**src/rtl/core/assert_macros.svh**
```systemverilog
// Assertion macros shared by the parser RTL.
`ifndef ASSERT_MACROS_SVH
`define ASSERT_MACROS_SVH

// Clocked property, disabled while reset is asserted.
`define NTRP_ASSERT(name, clk, rst_n, prop) \
  name: assert property (@(posedge clk) disable iff (!rst_n) (prop)) \
    else $error("ntrp assertion failed");

// Clocked condition that must never hold.
`define NTRP_ASSERT_NEVER(name, clk, rst_n, cond) \
  name: assert property (@(posedge clk) disable iff (!rst_n) !(cond)) \
    else $error("ntrp forbidden condition seen");

`endif

```
**src/rtl/core/ntrp_pkg.sv**
```systemverilog
// Types and constants shared by the response-frame parser modules.
`timescale 1ns / 1ps
package ntrp_pkg;

  // frame positions
  localparam logic [8:0] POS_LEN  = 9'd3;
  localparam logic [8:0] POS_LCS  = 9'd4;
  localparam logic [8:0] POS_TFI  = 9'd5;
  localparam logic [8:0] POS_DATA = 9'd7;
  localparam logic [8:0] POS_MAX  = 9'd511;

  // LEN covers TFI and the command echo
  localparam logic [7:0] LEN_OVERHEAD = 8'd2;

  // data byte indexes
  localparam int unsigned CAP_IDX_W = 4;
  localparam logic [CAP_IDX_W-1:0] DI_COUNT   = 4'd0;
  localparam logic [CAP_IDX_W-1:0] DI_ATQA_LO = 4'd2;
  localparam logic [CAP_IDX_W-1:0] DI_ATQA_HI = 4'd3;
  localparam logic [CAP_IDX_W-1:0] DI_SAK     = 4'd4;
  localparam logic [CAP_IDX_W-1:0] DI_UID_LEN = 4'd5;
  localparam logic [CAP_IDX_W-1:0] DI_UID0    = 4'd6;

  localparam int unsigned UID_BYTES = 7;
  localparam logic [8:0] CAP_SPAN = 9'(DI_UID0) + 9'(UID_BYTES);
  localparam logic [7:0] MIN_DATA = 8'd7;

  // result status codes
  localparam logic [2:0] ST_CARD        = 3'd0;
  localparam logic [2:0] ST_LCS_BAD     = 3'd1;
  localparam logic [2:0] ST_BAD_TFI     = 3'd2;
  localparam logic [2:0] ST_SHORT_LEN   = 3'd3;
  localparam logic [2:0] ST_FEW_DATA    = 3'd4;
  localparam logic [2:0] ST_NO_TARGET   = 3'd5;
  localparam logic [2:0] ST_UID_OVERRUN = 3'd6;

  typedef enum logic [1:0] {
    OP_CLEAR,
    OP_CAPTURE,
    OP_FAIL,
    OP_FINAL
  } ntrp_op_kind_e;

  // CAPTURE: idx = data index, value = byte
  // FAIL:    value = status code
  // FINAL:   value = data length
  typedef struct packed {
    ntrp_op_kind_e          kind;
    logic [CAP_IDX_W-1:0]   idx;
    logic [7:0]             value;
  } ntrp_op_t;

endpackage

```
**src/rtl/core/ntrp_if.sv**
```systemverilog
// Channel interfaces: received bytes, parse results and configuration writes.
`timescale 1ns / 1ps
interface ntrp_in_if;
  logic       valid;
  logic       ready;
  logic [7:0] rx_byte;
  logic       frame_start;
  modport source (output valid, rx_byte, frame_start, input ready);
  modport sink (input valid, rx_byte, frame_start, output ready);
endinterface

interface ntrp_out_if;
  logic        valid;
  logic        ready;
  logic [2:0]  status;
  logic [7:0]  target_count;
  logic [15:0] atqa;
  logic [7:0]  sak;
  logic [2:0]  uid_length;
  logic [55:0] uid;
  logic [7:0]  data_length;
  modport source (output valid, status, target_count, atqa, sak, uid_length, uid,
                  data_length, input ready);
  modport sink (input valid, status, target_count, atqa, sak, uid_length, uid,
                data_length, output ready);
endinterface

interface ntrp_cfg_if;
  logic       valid;
  logic       ready;
  logic [7:0] data;
  modport source (output valid, data, input ready);
  modport sink (input valid, data, output ready);
endinterface

```
**src/rtl/core/ntrp_front.sv**
```systemverilog
// Front end: bit reversal, frame position tracking, header checks, op generation.
`timescale 1ns / 1ps
`include "assert_macros.svh"
module ntrp_front (
  input  logic               clk_i,
  input  logic               rst_ni,
  ntrp_in_if.sink            rx_i,
  ntrp_cfg_if.sink           cfg_i,
  input  logic               full_i,
  output logic               push_o,
  output ntrp_pkg::ntrp_op_t op_o
);
  import ntrp_pkg::*;

  logic [8:0] pos_q, pos_d;
  logic [7:0] flen_q, flen_d;
  logic       active_q, active_d;
  logic [7:0] frame_id_q;
  logic [7:0] b;
  logic       accept;
  logic [8:0] d_idx;
  logic [7:0] dlen;
  logic [7:0] lcs_sum;

  assign rx_i.ready  = !full_i;
  assign cfg_i.ready = 1'b1;
  assign accept      = rx_i.valid && !full_i;
  assign d_idx       = pos_q - POS_DATA;
  assign dlen        = flen_q - LEN_OVERHEAD;

  always_comb begin
    for (int i = 0; i < 8; i++) begin
      b[i] = rx_i.rx_byte[7-i];
    end
  end

  assign lcs_sum = flen_q + b;

  always_comb begin
    pos_d    = pos_q;
    flen_d   = flen_q;
    active_d = active_q;
    push_o   = 1'b0;
    op_o     = '{kind: OP_CLEAR, idx: '0, value: '0};
    if (accept) begin
      if (rx_i.frame_start) begin
        pos_d    = 9'd1;
        flen_d   = '0;
        active_d = 1'b1;
        push_o   = 1'b1;
      end else if (active_q) begin
        if (pos_q == POS_LEN) begin
          flen_d = b;
        end else if (pos_q == POS_LCS) begin
          if (lcs_sum != 8'h00) begin
            push_o   = 1'b1;
            op_o     = '{kind: OP_FAIL, idx: '0, value: 8'(ST_LCS_BAD)};
            active_d = 1'b0;
          end
        end else if (pos_q == POS_TFI) begin
          if (b != frame_id_q) begin
            push_o   = 1'b1;
            op_o     = '{kind: OP_FAIL, idx: '0, value: 8'(ST_BAD_TFI)};
            active_d = 1'b0;
          end else if (flen_q < LEN_OVERHEAD) begin
            push_o   = 1'b1;
            op_o     = '{kind: OP_FAIL, idx: '0, value: 8'(ST_SHORT_LEN)};
            active_d = 1'b0;
          end
        end else if (pos_q >= POS_DATA) begin
          if (d_idx < {1'b0, dlen}) begin
            if (d_idx < CAP_SPAN) begin
              push_o = 1'b1;
              op_o   = '{kind: OP_CAPTURE, idx: d_idx[CAP_IDX_W-1:0], value: b};
            end
          end else if (d_idx > {1'b0, dlen}) begin
            push_o   = 1'b1;
            op_o     = '{kind: OP_FINAL, idx: '0, value: dlen};
            active_d = 1'b0;
          end
        end
        if (active_d && pos_q != POS_MAX) begin
          pos_d = pos_q + 9'd1;
        end
      end
    end
  end

  always_ff @(posedge clk_i or negedge rst_ni) begin
    if (!rst_ni) begin
      pos_q      <= '0;
      flen_q     <= '0;
      active_q   <= 1'b0;
      frame_id_q <= 8'hD5;
    end else begin
      pos_q    <= pos_d;
      flen_q   <= flen_d;
      active_q <= active_d;
      if (cfg_i.valid) begin
        frame_id_q <= cfg_i.data;
      end
    end
  end

  `NTRP_ASSERT(a_end_stops, clk_i, rst_ni,
    push_o && (op_o.kind == OP_FAIL || op_o.kind == OP_FINAL) |=> !active_q)

endmodule

```
**src/rtl/core/ntrp_queue.sv**
```systemverilog
// Two-entry op queue decoupling the front end from the capture back end.
`timescale 1ns / 1ps
`include "assert_macros.svh"
module ntrp_queue (
  input  logic               clk_i,
  input  logic               rst_ni,
  input  logic               push_i,
  input  ntrp_pkg::ntrp_op_t op_i,
  output logic               full_o,
  output logic               valid_o,
  output ntrp_pkg::ntrp_op_t op_o,
  input  logic               pop_i
);
  import ntrp_pkg::*;

  localparam int unsigned DEPTH = 2;
  localparam int unsigned PTR_W = $clog2(DEPTH);
  localparam int unsigned CNT_W = $clog2(DEPTH + 1);

  ntrp_op_t         mem_q [DEPTH];
  logic [PTR_W-1:0] wr_ptr_q, rd_ptr_q;
  logic [CNT_W-1:0] cnt_q;
  logic             do_push, do_pop;

  assign full_o  = (cnt_q == CNT_W'(DEPTH));
  assign valid_o = (cnt_q != '0);
  assign op_o    = mem_q[rd_ptr_q];
  assign do_push = push_i && !full_o;
  assign do_pop  = pop_i && valid_o;

  always_ff @(posedge clk_i) begin
    if (do_push) begin
      mem_q[wr_ptr_q] <= op_i;
    end
  end

  always_ff @(posedge clk_i or negedge rst_ni) begin
    if (!rst_ni) begin
      wr_ptr_q <= '0;
      rd_ptr_q <= '0;
      cnt_q    <= '0;
    end else begin
      if (do_push) begin
        wr_ptr_q <= (wr_ptr_q == PTR_W'(DEPTH - 1)) ? '0 : wr_ptr_q + 1'b1;
      end
      if (do_pop) begin
        rd_ptr_q <= (rd_ptr_q == PTR_W'(DEPTH - 1)) ? '0 : rd_ptr_q + 1'b1;
      end
      if (do_push && !do_pop) begin
        cnt_q <= cnt_q + 1'b1;
      end else if (do_pop && !do_push) begin
        cnt_q <= cnt_q - 1'b1;
      end
    end
  end

  `NTRP_ASSERT_NEVER(a_no_overflow, clk_i, rst_ni, push_i && full_o)
  `NTRP_ASSERT(a_cnt_up, clk_i, rst_ni,
    do_push && !do_pop |=> cnt_q == $past(cnt_q) + 1'b1)

endmodule

```
**src/rtl/core/ntrp_back.sv**
```systemverilog
// Back end: holds the captured listing fields and builds the result transaction.
`timescale 1ns / 1ps
`include "assert_macros.svh"
module ntrp_back #(
  parameter int unsigned MAX_UID_BYTES = 7
) (
  input  logic               clk_i,
  input  logic               rst_ni,
  input  logic               valid_i,
  input  ntrp_pkg::ntrp_op_t op_i,
  output logic               pop_o,
  ntrp_out_if.source         res_o
);
  import ntrp_pkg::*;

  localparam int unsigned ULW = $clog2(MAX_UID_BYTES + 1);

  logic [7:0]  count_q;
  logic [15:0] atqa_q;
  logic [7:0]  sak_q;
  logic [7:0]  rawlen_q;
  logic [55:0] uid_q;

  logic        out_valid_q;
  logic [2:0]  status_q;
  logic [7:0]  tcount_q;
  logic [15:0] ratqa_q;
  logic [7:0]  rsak_q;
  logic [2:0]  ulen_q;
  logic [55:0] ruid_q;
  logic [7:0]  dlen_q;

  logic        is_res, slot_free, take;
  logic [ULW-1:0] ul;
  logic [8:0]  need;
  logic [2:0]  shown;
  logic [55:0] uid_masked;
  logic [2:0]  fin_status;

  assign is_res    = (op_i.kind == OP_FAIL) || (op_i.kind == OP_FINAL);
  assign slot_free = !out_valid_q || res_o.ready;
  assign pop_o     = valid_i && (!is_res || slot_free);
  assign take      = pop_o;

  assign ul    = (rawlen_q > 8'(MAX_UID_BYTES)) ? ULW'(MAX_UID_BYTES) : ULW'(rawlen_q);
  assign need  = 9'(DI_UID0) + 9'(ul);
  assign shown = (ul > ULW'(UID_BYTES)) ? 3'(UID_BYTES) : 3'(ul);

  always_comb begin
    for (int i = 0; i < UID_BYTES; i++) begin
      uid_masked[8*i +: 8] = (3'(i) < shown) ? uid_q[8*i +: 8] : 8'h00;
    end
  end

  always_comb begin
    if (op_i.value < MIN_DATA) begin
      fin_status = ST_FEW_DATA;
    end else if (count_q == 8'h00) begin
      fin_status = ST_NO_TARGET;
    end else if ({1'b0, op_i.value} < need) begin
      fin_status = ST_UID_OVERRUN;
    end else begin
      fin_status = ST_CARD;
    end
  end

  always_ff @(posedge clk_i or negedge rst_ni) begin
    if (!rst_ni) begin
      count_q  <= '0;
      atqa_q   <= '0;
      sak_q    <= '0;
      rawlen_q <= '0;
      uid_q    <= '0;
    end else if (take) begin
      case (op_i.kind)
        OP_CLEAR: begin
          count_q  <= '0;
          atqa_q   <= '0;
          sak_q    <= '0;
          rawlen_q <= '0;
          uid_q    <= '0;
        end
        OP_CAPTURE: begin
          if (op_i.idx == DI_COUNT) count_q <= op_i.value;
          if (op_i.idx == DI_ATQA_LO) atqa_q[7:0] <= op_i.value;
          if (op_i.idx == DI_ATQA_HI) atqa_q[15:8] <= op_i.value;
          if (op_i.idx == DI_SAK) sak_q <= op_i.value;
          if (op_i.idx == DI_UID_LEN) rawlen_q <= op_i.value;
          for (int i = 0; i < UID_BYTES; i++) begin
            if (op_i.idx == DI_UID0 + CAP_IDX_W'(i)) uid_q[8*i +: 8] <= op_i.value;
          end
        end
        default: ;
      endcase
    end
  end

  always_ff @(posedge clk_i or negedge rst_ni) begin
    if (!rst_ni) begin
      out_valid_q <= 1'b0;
    end else if (take && is_res) begin
      out_valid_q <= 1'b1;
    end else if (res_o.ready) begin
      out_valid_q <= 1'b0;
    end
  end

  always_ff @(posedge clk_i) begin
    if (take && is_res) begin
      if (op_i.kind == OP_FAIL || fin_status != ST_CARD) begin
        status_q <= (op_i.kind == OP_FAIL) ? op_i.value[2:0] : fin_status;
        tcount_q <= '0;
        ratqa_q  <= '0;
        rsak_q   <= '0;
        ulen_q   <= '0;
        ruid_q   <= '0;
        dlen_q   <= (op_i.kind == OP_FAIL) ? 8'h00 : op_i.value;
      end else begin
        status_q <= ST_CARD;
        tcount_q <= count_q;
        ratqa_q  <= atqa_q;
        rsak_q   <= sak_q;
        ulen_q   <= shown;
        ruid_q   <= uid_masked;
        dlen_q   <= op_i.value;
      end
    end
  end

  assign res_o.valid        = out_valid_q;
  assign res_o.status       = status_q;
  assign res_o.target_count = tcount_q;
  assign res_o.atqa         = ratqa_q;
  assign res_o.sak          = rsak_q;
  assign res_o.uid_length   = ulen_q;
  assign res_o.uid          = ruid_q;
  assign res_o.data_length  = dlen_q;

  `NTRP_ASSERT(a_clear_zeroes, clk_i, rst_ni,
    take && op_i.kind == OP_CLEAR |=> count_q == 8'h00 && uid_q == '0)
  `NTRP_ASSERT_NEVER(a_result_no_slot, clk_i, rst_ni, take && is_res && !slot_free)

endmodule

```
**src/rtl/core/nfc_target_response_parser.sv**
```systemverilog
// Top level of the reader response-frame parser.
`timescale 1ns / 1ps
// Parses one received SPI byte per transaction on rx_chan_i and sustains one byte
// per clock cycle while the queue is not full. The front end reverses bit order,
// tracks the frame position and checks LEN/LCS and the frame identifier in the
// cycle a byte is taken; it hands capture and end-of-frame ops through a two-entry
// queue to the back end, which holds the listing fields and registers the result.
// A result transaction becomes valid on res_chan_o once the back end takes the op
// that ends or fails the frame from the queue, and waits there while new bytes
// keep flowing until the queue fills. The frame identifier register (reset 0xD5)
// is written through cfg_chan_i, which is always ready.
module nfc_target_response_parser #(
  parameter int unsigned MAX_UID_BYTES = 7
) (
  input  logic        clk_i,
  input  logic        rst_ni,
  ntrp_in_if.sink     rx_chan_i,
  ntrp_cfg_if.sink    cfg_chan_i,
  ntrp_out_if.source  res_chan_o
);
  import ntrp_pkg::*;

  logic     push, full, q_valid, pop;
  ntrp_op_t push_op, q_op;

  ntrp_front u_front (
    .clk_i  (clk_i),
    .rst_ni (rst_ni),
    .rx_i   (rx_chan_i),
    .cfg_i  (cfg_chan_i),
    .full_i (full),
    .push_o (push),
    .op_o   (push_op)
  );

  ntrp_queue u_queue (
    .clk_i   (clk_i),
    .rst_ni  (rst_ni),
    .push_i  (push),
    .op_i    (push_op),
    .full_o  (full),
    .valid_o (q_valid),
    .op_o    (q_op),
    .pop_i   (pop)
  );

  ntrp_back #(
    .MAX_UID_BYTES (MAX_UID_BYTES)
  ) u_back (
    .clk_i   (clk_i),
    .rst_ni  (rst_ni),
    .valid_i (q_valid),
    .op_i    (q_op),
    .pop_o   (pop),
    .res_o   (res_chan_o)
  );

endmodule

```
**src/flat_wrapper.sv**
```systemverilog
// flat-port wrapper written by rule: the top's interface ports become plain ports
module nfc_target_response_parser_flat import ntrp_pkg::*;
#(
  parameter int unsigned MAX_UID_BYTES = 7
)
  (clk_i, rst_ni, rx_chan_i_valid, rx_chan_i_rx_byte, rx_chan_i_frame_start, rx_chan_i_ready, cfg_chan_i_valid, cfg_chan_i_data, cfg_chan_i_ready, res_chan_o_valid, res_chan_o_status, res_chan_o_target_count, res_chan_o_atqa, res_chan_o_sak, res_chan_o_uid_length, res_chan_o_uid, res_chan_o_data_length, res_chan_o_ready);
  ntrp_in_if rx_chan_i_i ();
  ntrp_cfg_if cfg_chan_i_i ();
  ntrp_out_if res_chan_o_i ();
  input  logic clk_i;
  input  logic rst_ni;
  input wire logic [$bits(rx_chan_i_i.valid)-1:0] rx_chan_i_valid;
  input wire logic [$bits(rx_chan_i_i.rx_byte)-1:0] rx_chan_i_rx_byte;
  input wire logic [$bits(rx_chan_i_i.frame_start)-1:0] rx_chan_i_frame_start;
  output wire logic [$bits(rx_chan_i_i.ready)-1:0] rx_chan_i_ready;
  input wire logic [$bits(cfg_chan_i_i.valid)-1:0] cfg_chan_i_valid;
  input wire logic [$bits(cfg_chan_i_i.data)-1:0] cfg_chan_i_data;
  output wire logic [$bits(cfg_chan_i_i.ready)-1:0] cfg_chan_i_ready;
  output wire logic [$bits(res_chan_o_i.valid)-1:0] res_chan_o_valid;
  output wire logic [$bits(res_chan_o_i.status)-1:0] res_chan_o_status;
  output wire logic [$bits(res_chan_o_i.target_count)-1:0] res_chan_o_target_count;
  output wire logic [$bits(res_chan_o_i.atqa)-1:0] res_chan_o_atqa;
  output wire logic [$bits(res_chan_o_i.sak)-1:0] res_chan_o_sak;
  output wire logic [$bits(res_chan_o_i.uid_length)-1:0] res_chan_o_uid_length;
  output wire logic [$bits(res_chan_o_i.uid)-1:0] res_chan_o_uid;
  output wire logic [$bits(res_chan_o_i.data_length)-1:0] res_chan_o_data_length;
  input wire logic [$bits(res_chan_o_i.ready)-1:0] res_chan_o_ready;
  assign rx_chan_i_i.valid = rx_chan_i_valid;
  assign rx_chan_i_i.rx_byte = rx_chan_i_rx_byte;
  assign rx_chan_i_i.frame_start = rx_chan_i_frame_start;
  assign rx_chan_i_ready = rx_chan_i_i.ready;
  assign cfg_chan_i_i.valid = cfg_chan_i_valid;
  assign cfg_chan_i_i.data = cfg_chan_i_data;
  assign cfg_chan_i_ready = cfg_chan_i_i.ready;
  assign res_chan_o_valid = res_chan_o_i.valid;
  assign res_chan_o_status = res_chan_o_i.status;
  assign res_chan_o_target_count = res_chan_o_i.target_count;
  assign res_chan_o_atqa = res_chan_o_i.atqa;
  assign res_chan_o_sak = res_chan_o_i.sak;
  assign res_chan_o_uid_length = res_chan_o_i.uid_length;
  assign res_chan_o_uid = res_chan_o_i.uid;
  assign res_chan_o_data_length = res_chan_o_i.data_length;
  assign res_chan_o_i.ready = res_chan_o_ready;
  nfc_target_response_parser #(.MAX_UID_BYTES(MAX_UID_BYTES)) u_core (.clk_i(clk_i), .rst_ni(rst_ni), .rx_chan_i(rx_chan_i_i), .cfg_chan_i(cfg_chan_i_i), .res_chan_o(res_chan_o_i));
endmodule
```
**config.mk**
```make
export PLATFORM = sky130hd
export DESIGN_NAME = nfc_target_response_parser_flat
export DESIGN_NICKNAME = d
export VERILOG_FILES = /design/src/rtl/core/ntrp_pkg.sv /design/src/rtl/core/ntrp_if.sv /design/src/rtl/core/ntrp_front.sv /design/src/rtl/core/ntrp_queue.sv /design/src/rtl/core/ntrp_back.sv /design/src/rtl/core/nfc_target_response_parser.sv /design/src/flat_wrapper.sv
export VERILOG_INCLUDE_DIRS = /design/src /design/src/rtl/core
export SDC_FILE = /design/constraint.sdc
export NUM_CORES = 1
export LEC_CHECK = 0
export ABC_CLOCK_PERIOD_IN_PS = 6550
export BUFFER_PORTS_ARGS = -buffer_cell sky130_fd_sc_hd__clkbuf_2
export CAP_MARGIN = 20
export CORE_ASPECT_RATIO = 1.5
export CORE_MARGIN = 2
export CORE_UTILIZATION = 53
export DETAILED_ROUTE_END_ITERATION = 8
export PLACE_DENSITY = 0.81
export SYNTH_ARGS = -nofsm -noshare
export SYNTH_HDL_FRONTEND = slang
export SYNTH_SLANG_ARGS = --single-unit
```
**constraint.sdc**
```tcl
create_clock -name clk_i -period 6.55 [get_ports clk_i]
set_input_delay 0.3275 -clock clk_i [delete_from_list [all_inputs] [get_ports clk_i]]
set_output_delay 0.3275 -clock clk_i [all_outputs]
set_load 0.02 [all_outputs]
```
==> results.json <==
{
  "run_status": "complete, no violations",
  "critical_path_required_ps": 6690,
  "setup_slack_ps": 2490,
  "reg2regPathDepth": 12,
  "path_class": "register to register",
  "routed_via_density": 5.68,
  "drive_above_1_share_pct": 29.4,
  "critPathMaxFanout": 14,
  "drv_slew": 0,
  "synth_area_mm2": 0.0117,
  "place.port_buffers": 125,
  "critPathTopFamily": "compound AO/OA/AOI/OAI gates",
  "max-vdd-ir-drop_v": 0.000263,
  "grt_max_degree": 68,
  "postCtsSetupBuffers": 0,
  "htree_num_levels": 1,
  "clk_pin_slew_ps": 70,
  "setup_violations": 0,
  "place_hpwl_mm": 18.0,
  "syn_nets": 940,
  "ys_ff_latch": 257,
  "grt_first_pass_wirelength_mm": 39.2,
  "place_congestion": 0.890,
  "worstSetupEndpointType": "register",
  "drt-pass1-iter-count": 5,
  "seq_power_share_pct": 39.3,
  "cts_resized": 0,
  "clkLatencyLatePin_ps": 510,
  "internal_power_mw": 4.22,
  "yosys-top-cells-count": "130 x edfxtp_1, 122 x dfrtp_1, 105 x mux2_2",
  "wl_per_cell_um": 19.2,
  "finalHoldViolations": 0,
  "syn2layout_area_growth_pct": 14.0,
  "timing.final.crit_share_pct": 62.0,
  "p_comb_share_pct": 42.6,
  "synth.avg_cell_area_um2": 13.1,
  "io_pins": 127,
  "path_cells": "ha_1 > a21oi_1 > xor2_1 > ha_1 > nand3_1 > a21oi_1 > o21ai_0 > a311o_4 > o31ai_4 > a211oi_1 > o21ai_2 > and2_1",
  "cts_sinks": 257,
  "synth_edf_count": 130,
  "async_flop_share_pct": 49.4,
  "clock_skew_ps": 12.7,
  "min_period_ps": 4060,
  "p_sw_mw": 2.80,
  "worst_path_max_delay_cell": "and2_1",
  "cp-endpoint": "u_core.u_queue.mem_q[1][4]",
  "drc": 0,
  "die_h_um": 186,
  "worstReg2RegEnd": "u_core.u_queue.mem_q[1][4]",
  "cts_tree": "built",
  "start_util_pct": 53.9,
  "crit_path_start_kind": "register",
  "antenna_found_initial": 0,
  "core-area_mm2": 0.0216,
  "postCtsHoldBufs": 1,
  "yosysUniqueCellTypes": 70,
  "clock-root-buffer": "clkbuf_16",
  "startpoint": "u_core.u_front.pos_q[0]",
  "cp.arrival_ps": 4200,
  "synth_top_area_cell": "edfxtp_1",
  "diodes": 0,
  "drv_cap": 0,
  "critPathBufInv": 0,
  "yosys_warnings": 0,
  "relSlewSlack_pct": 31.5,
  "die-area_mm2": 0.0232,
  "synth.area.top_cells": "edfxtp_1 34%, dfrtp_1 26%, mux2_2 10%",
  "synthCells": 890,
  "synthFlopType": "edfxtp_1",
  "die_x_um": 125,
  "ff2ff_setup_slack_ps": 2490,
  "p_clk_share_pct": 18.1,
  "ant_nets": 0,
  "cts_inserted_buffers": 23,
  "fmax_ghz": 0.246,
  "ys_seq_area_share_pct": 60.8,
  "fp-row-count": 66,
  "nets": 1063,
  "switching_share_pct": 39.9,
  "rsz0062_at_grt": "false",
  "worst_pin_slew_ps": 1020,
  "fin_setup_tns_ps": 0,
  "drt_iter0_drc": 571,
  "place_ws_ps": 2130,
  "cts_max_path_buffers": 3,
  "r2r-start": "u_core.u_front.pos_q[0]",
  "cp.depth": 12,
  "yosysTopAreaCellShare_pct": 33.5,
  "leakagePower_nw": 5.83,
  "slowest_delay_ps": 540,
  "powerDensity_mw_per_mm2": 528,
  "first_global_vias": 7448,
  "vias": 7382,
  "overflow": 0,
  "worstHoldPathType": "input port to register",
  "wl_mm": 25.0,
  "track_usage_pct": 21.3,
  "yosysMostFrequentCell": "edfxtp_1"
}
-- state kept, by name, indices dropped and copies added (netlist names), 3 cells and up --
register and cells:
u_core.u_back.atqa_q 16, u_core.u_back.count_q 8, u_core.u_back.rawlen_q 8, u_core.u_back.res_o.atqa 16
u_core.u_back.res_o.data_length 8, u_core.u_back.res_o.sak 8, u_core.u_back.res_o.status 3, u_core.u_back.res_o.target_count 8
u_core.u_back.res_o.uid 56, u_core.u_back.res_o.uid_length 3, u_core.u_back.sak_q 8, u_core.u_back.uid_q 56
u_core.u_front.flen_q 8, u_core.u_front.frame_id_q 8, u_core.u_front.pos_q 9, u_core.u_queue.mem_q 28
-- cell type report --
| cell class | instances | area (um2) |
|---|---|---|
| Multi-Input combinational cell | 568 | 4310 |
| Tap cell | 272 | 340 |
| Clock inverter | 12 | 77.6 |
| Inverter | 25 | 93.8 |
| Fill cell | 1659 | 8350 |
| Timing Repair Buffer | 138 | 739 |
| Sequential cell | 257 | 7090 |
| Clock buffer | 28 | 636 |
-- stage by stage --
step / instance area, um2 / util, % / hold slack, ps / instances / power [mW]
after floorplan: 11700 / - / 31.9 / 890 / 4.83
after global placement: 12500 / 57.8 / 449 / 1254 / 5.61
after detailed placement: 12500 / 58.0 / 450 / 1256 / 5.73
after CTS: 13300 / 61.3 / 38.6 / 1297 / 7.00
after global routing: 13300 / 61.4 / 52.2 / 1300 / 7.43
final: 13300 / 61.4 / 52.8 / 1300 / 7.01
-- power groups by stage --
stage	Combinational, mW	Clock [mW]	Sequential (mW)
5_1_grt	3.25	1.35	2.82
4_1_cts	2.96	1.29	2.76
6_report	2.99	1.27	2.75
3_3_place_gp	2.86	0	2.75
3_5_place_dp	2.94	0	2.79
2_1_floorplan	1.73	0	3.10
-- worst min-delay path by stage --
stage,slack [ps],depth (start not counted),from,to
finish,50,2,cfg_chan_i_data[3],u_core.u_front.frame_id_q[3]
global route,50,2,cfg_chan_i_data[1],u_core.u_front.frame_id_q[1]
CTS,40,2,cfg_chan_i_data[3],u_core.u_front.frame_id_q[3]
detailed placement,450,1,rst_ni,u_core.u_front.pos_q[6]
global placement,450,1,rst_ni,u_core.u_front.pos_q[6]
floorplan,30,0,rst_ni,u_core.u_back.atqa_q[0]
-- layer usage --
metal	global-route usage (%)	part of all wire [%]	vias up
met5	0	0	-
met1	24.2	38	3675
met4	6.49	2.4	0
met3	2.87	4.1	38
li1	-	-	3468
met2	41.3	56	201
-- placed cells by master (no fill, tap or decap), drive strengths merged, types with 13 or more instances in the layout --
cell,n
ha,27
buf,13
a21oi,26
inv,27
nand3,13
xor2,19
nand2,39
nor2b,14
clkbuf,152
and2,70
edfxtp,130
nor2,53
and3,30
mux2,105
o21ai,34
dfrtp,122
nand2b,18
-- cells by family (layout without fill, tap and decap cells) --
logic type | after synthesis | in the layout | synth area share (%)
other | 1 | 1 | 0.0322
adders and majority gates | 28 | 28 | 3.07
AOI/OAI and AO/OA | 115 | 115 | 7.09
and+or+nand+nor | 282 | 282 | 13.7
muxes | 114 | 114 | 10.9
DFF | 257 | 257 | 60.8
xor gates and xnor gates | 28 | 28 | 2.10
buffers and inverters | 65 | 203 | 2.25
Power figures use the tool's default switching activity.
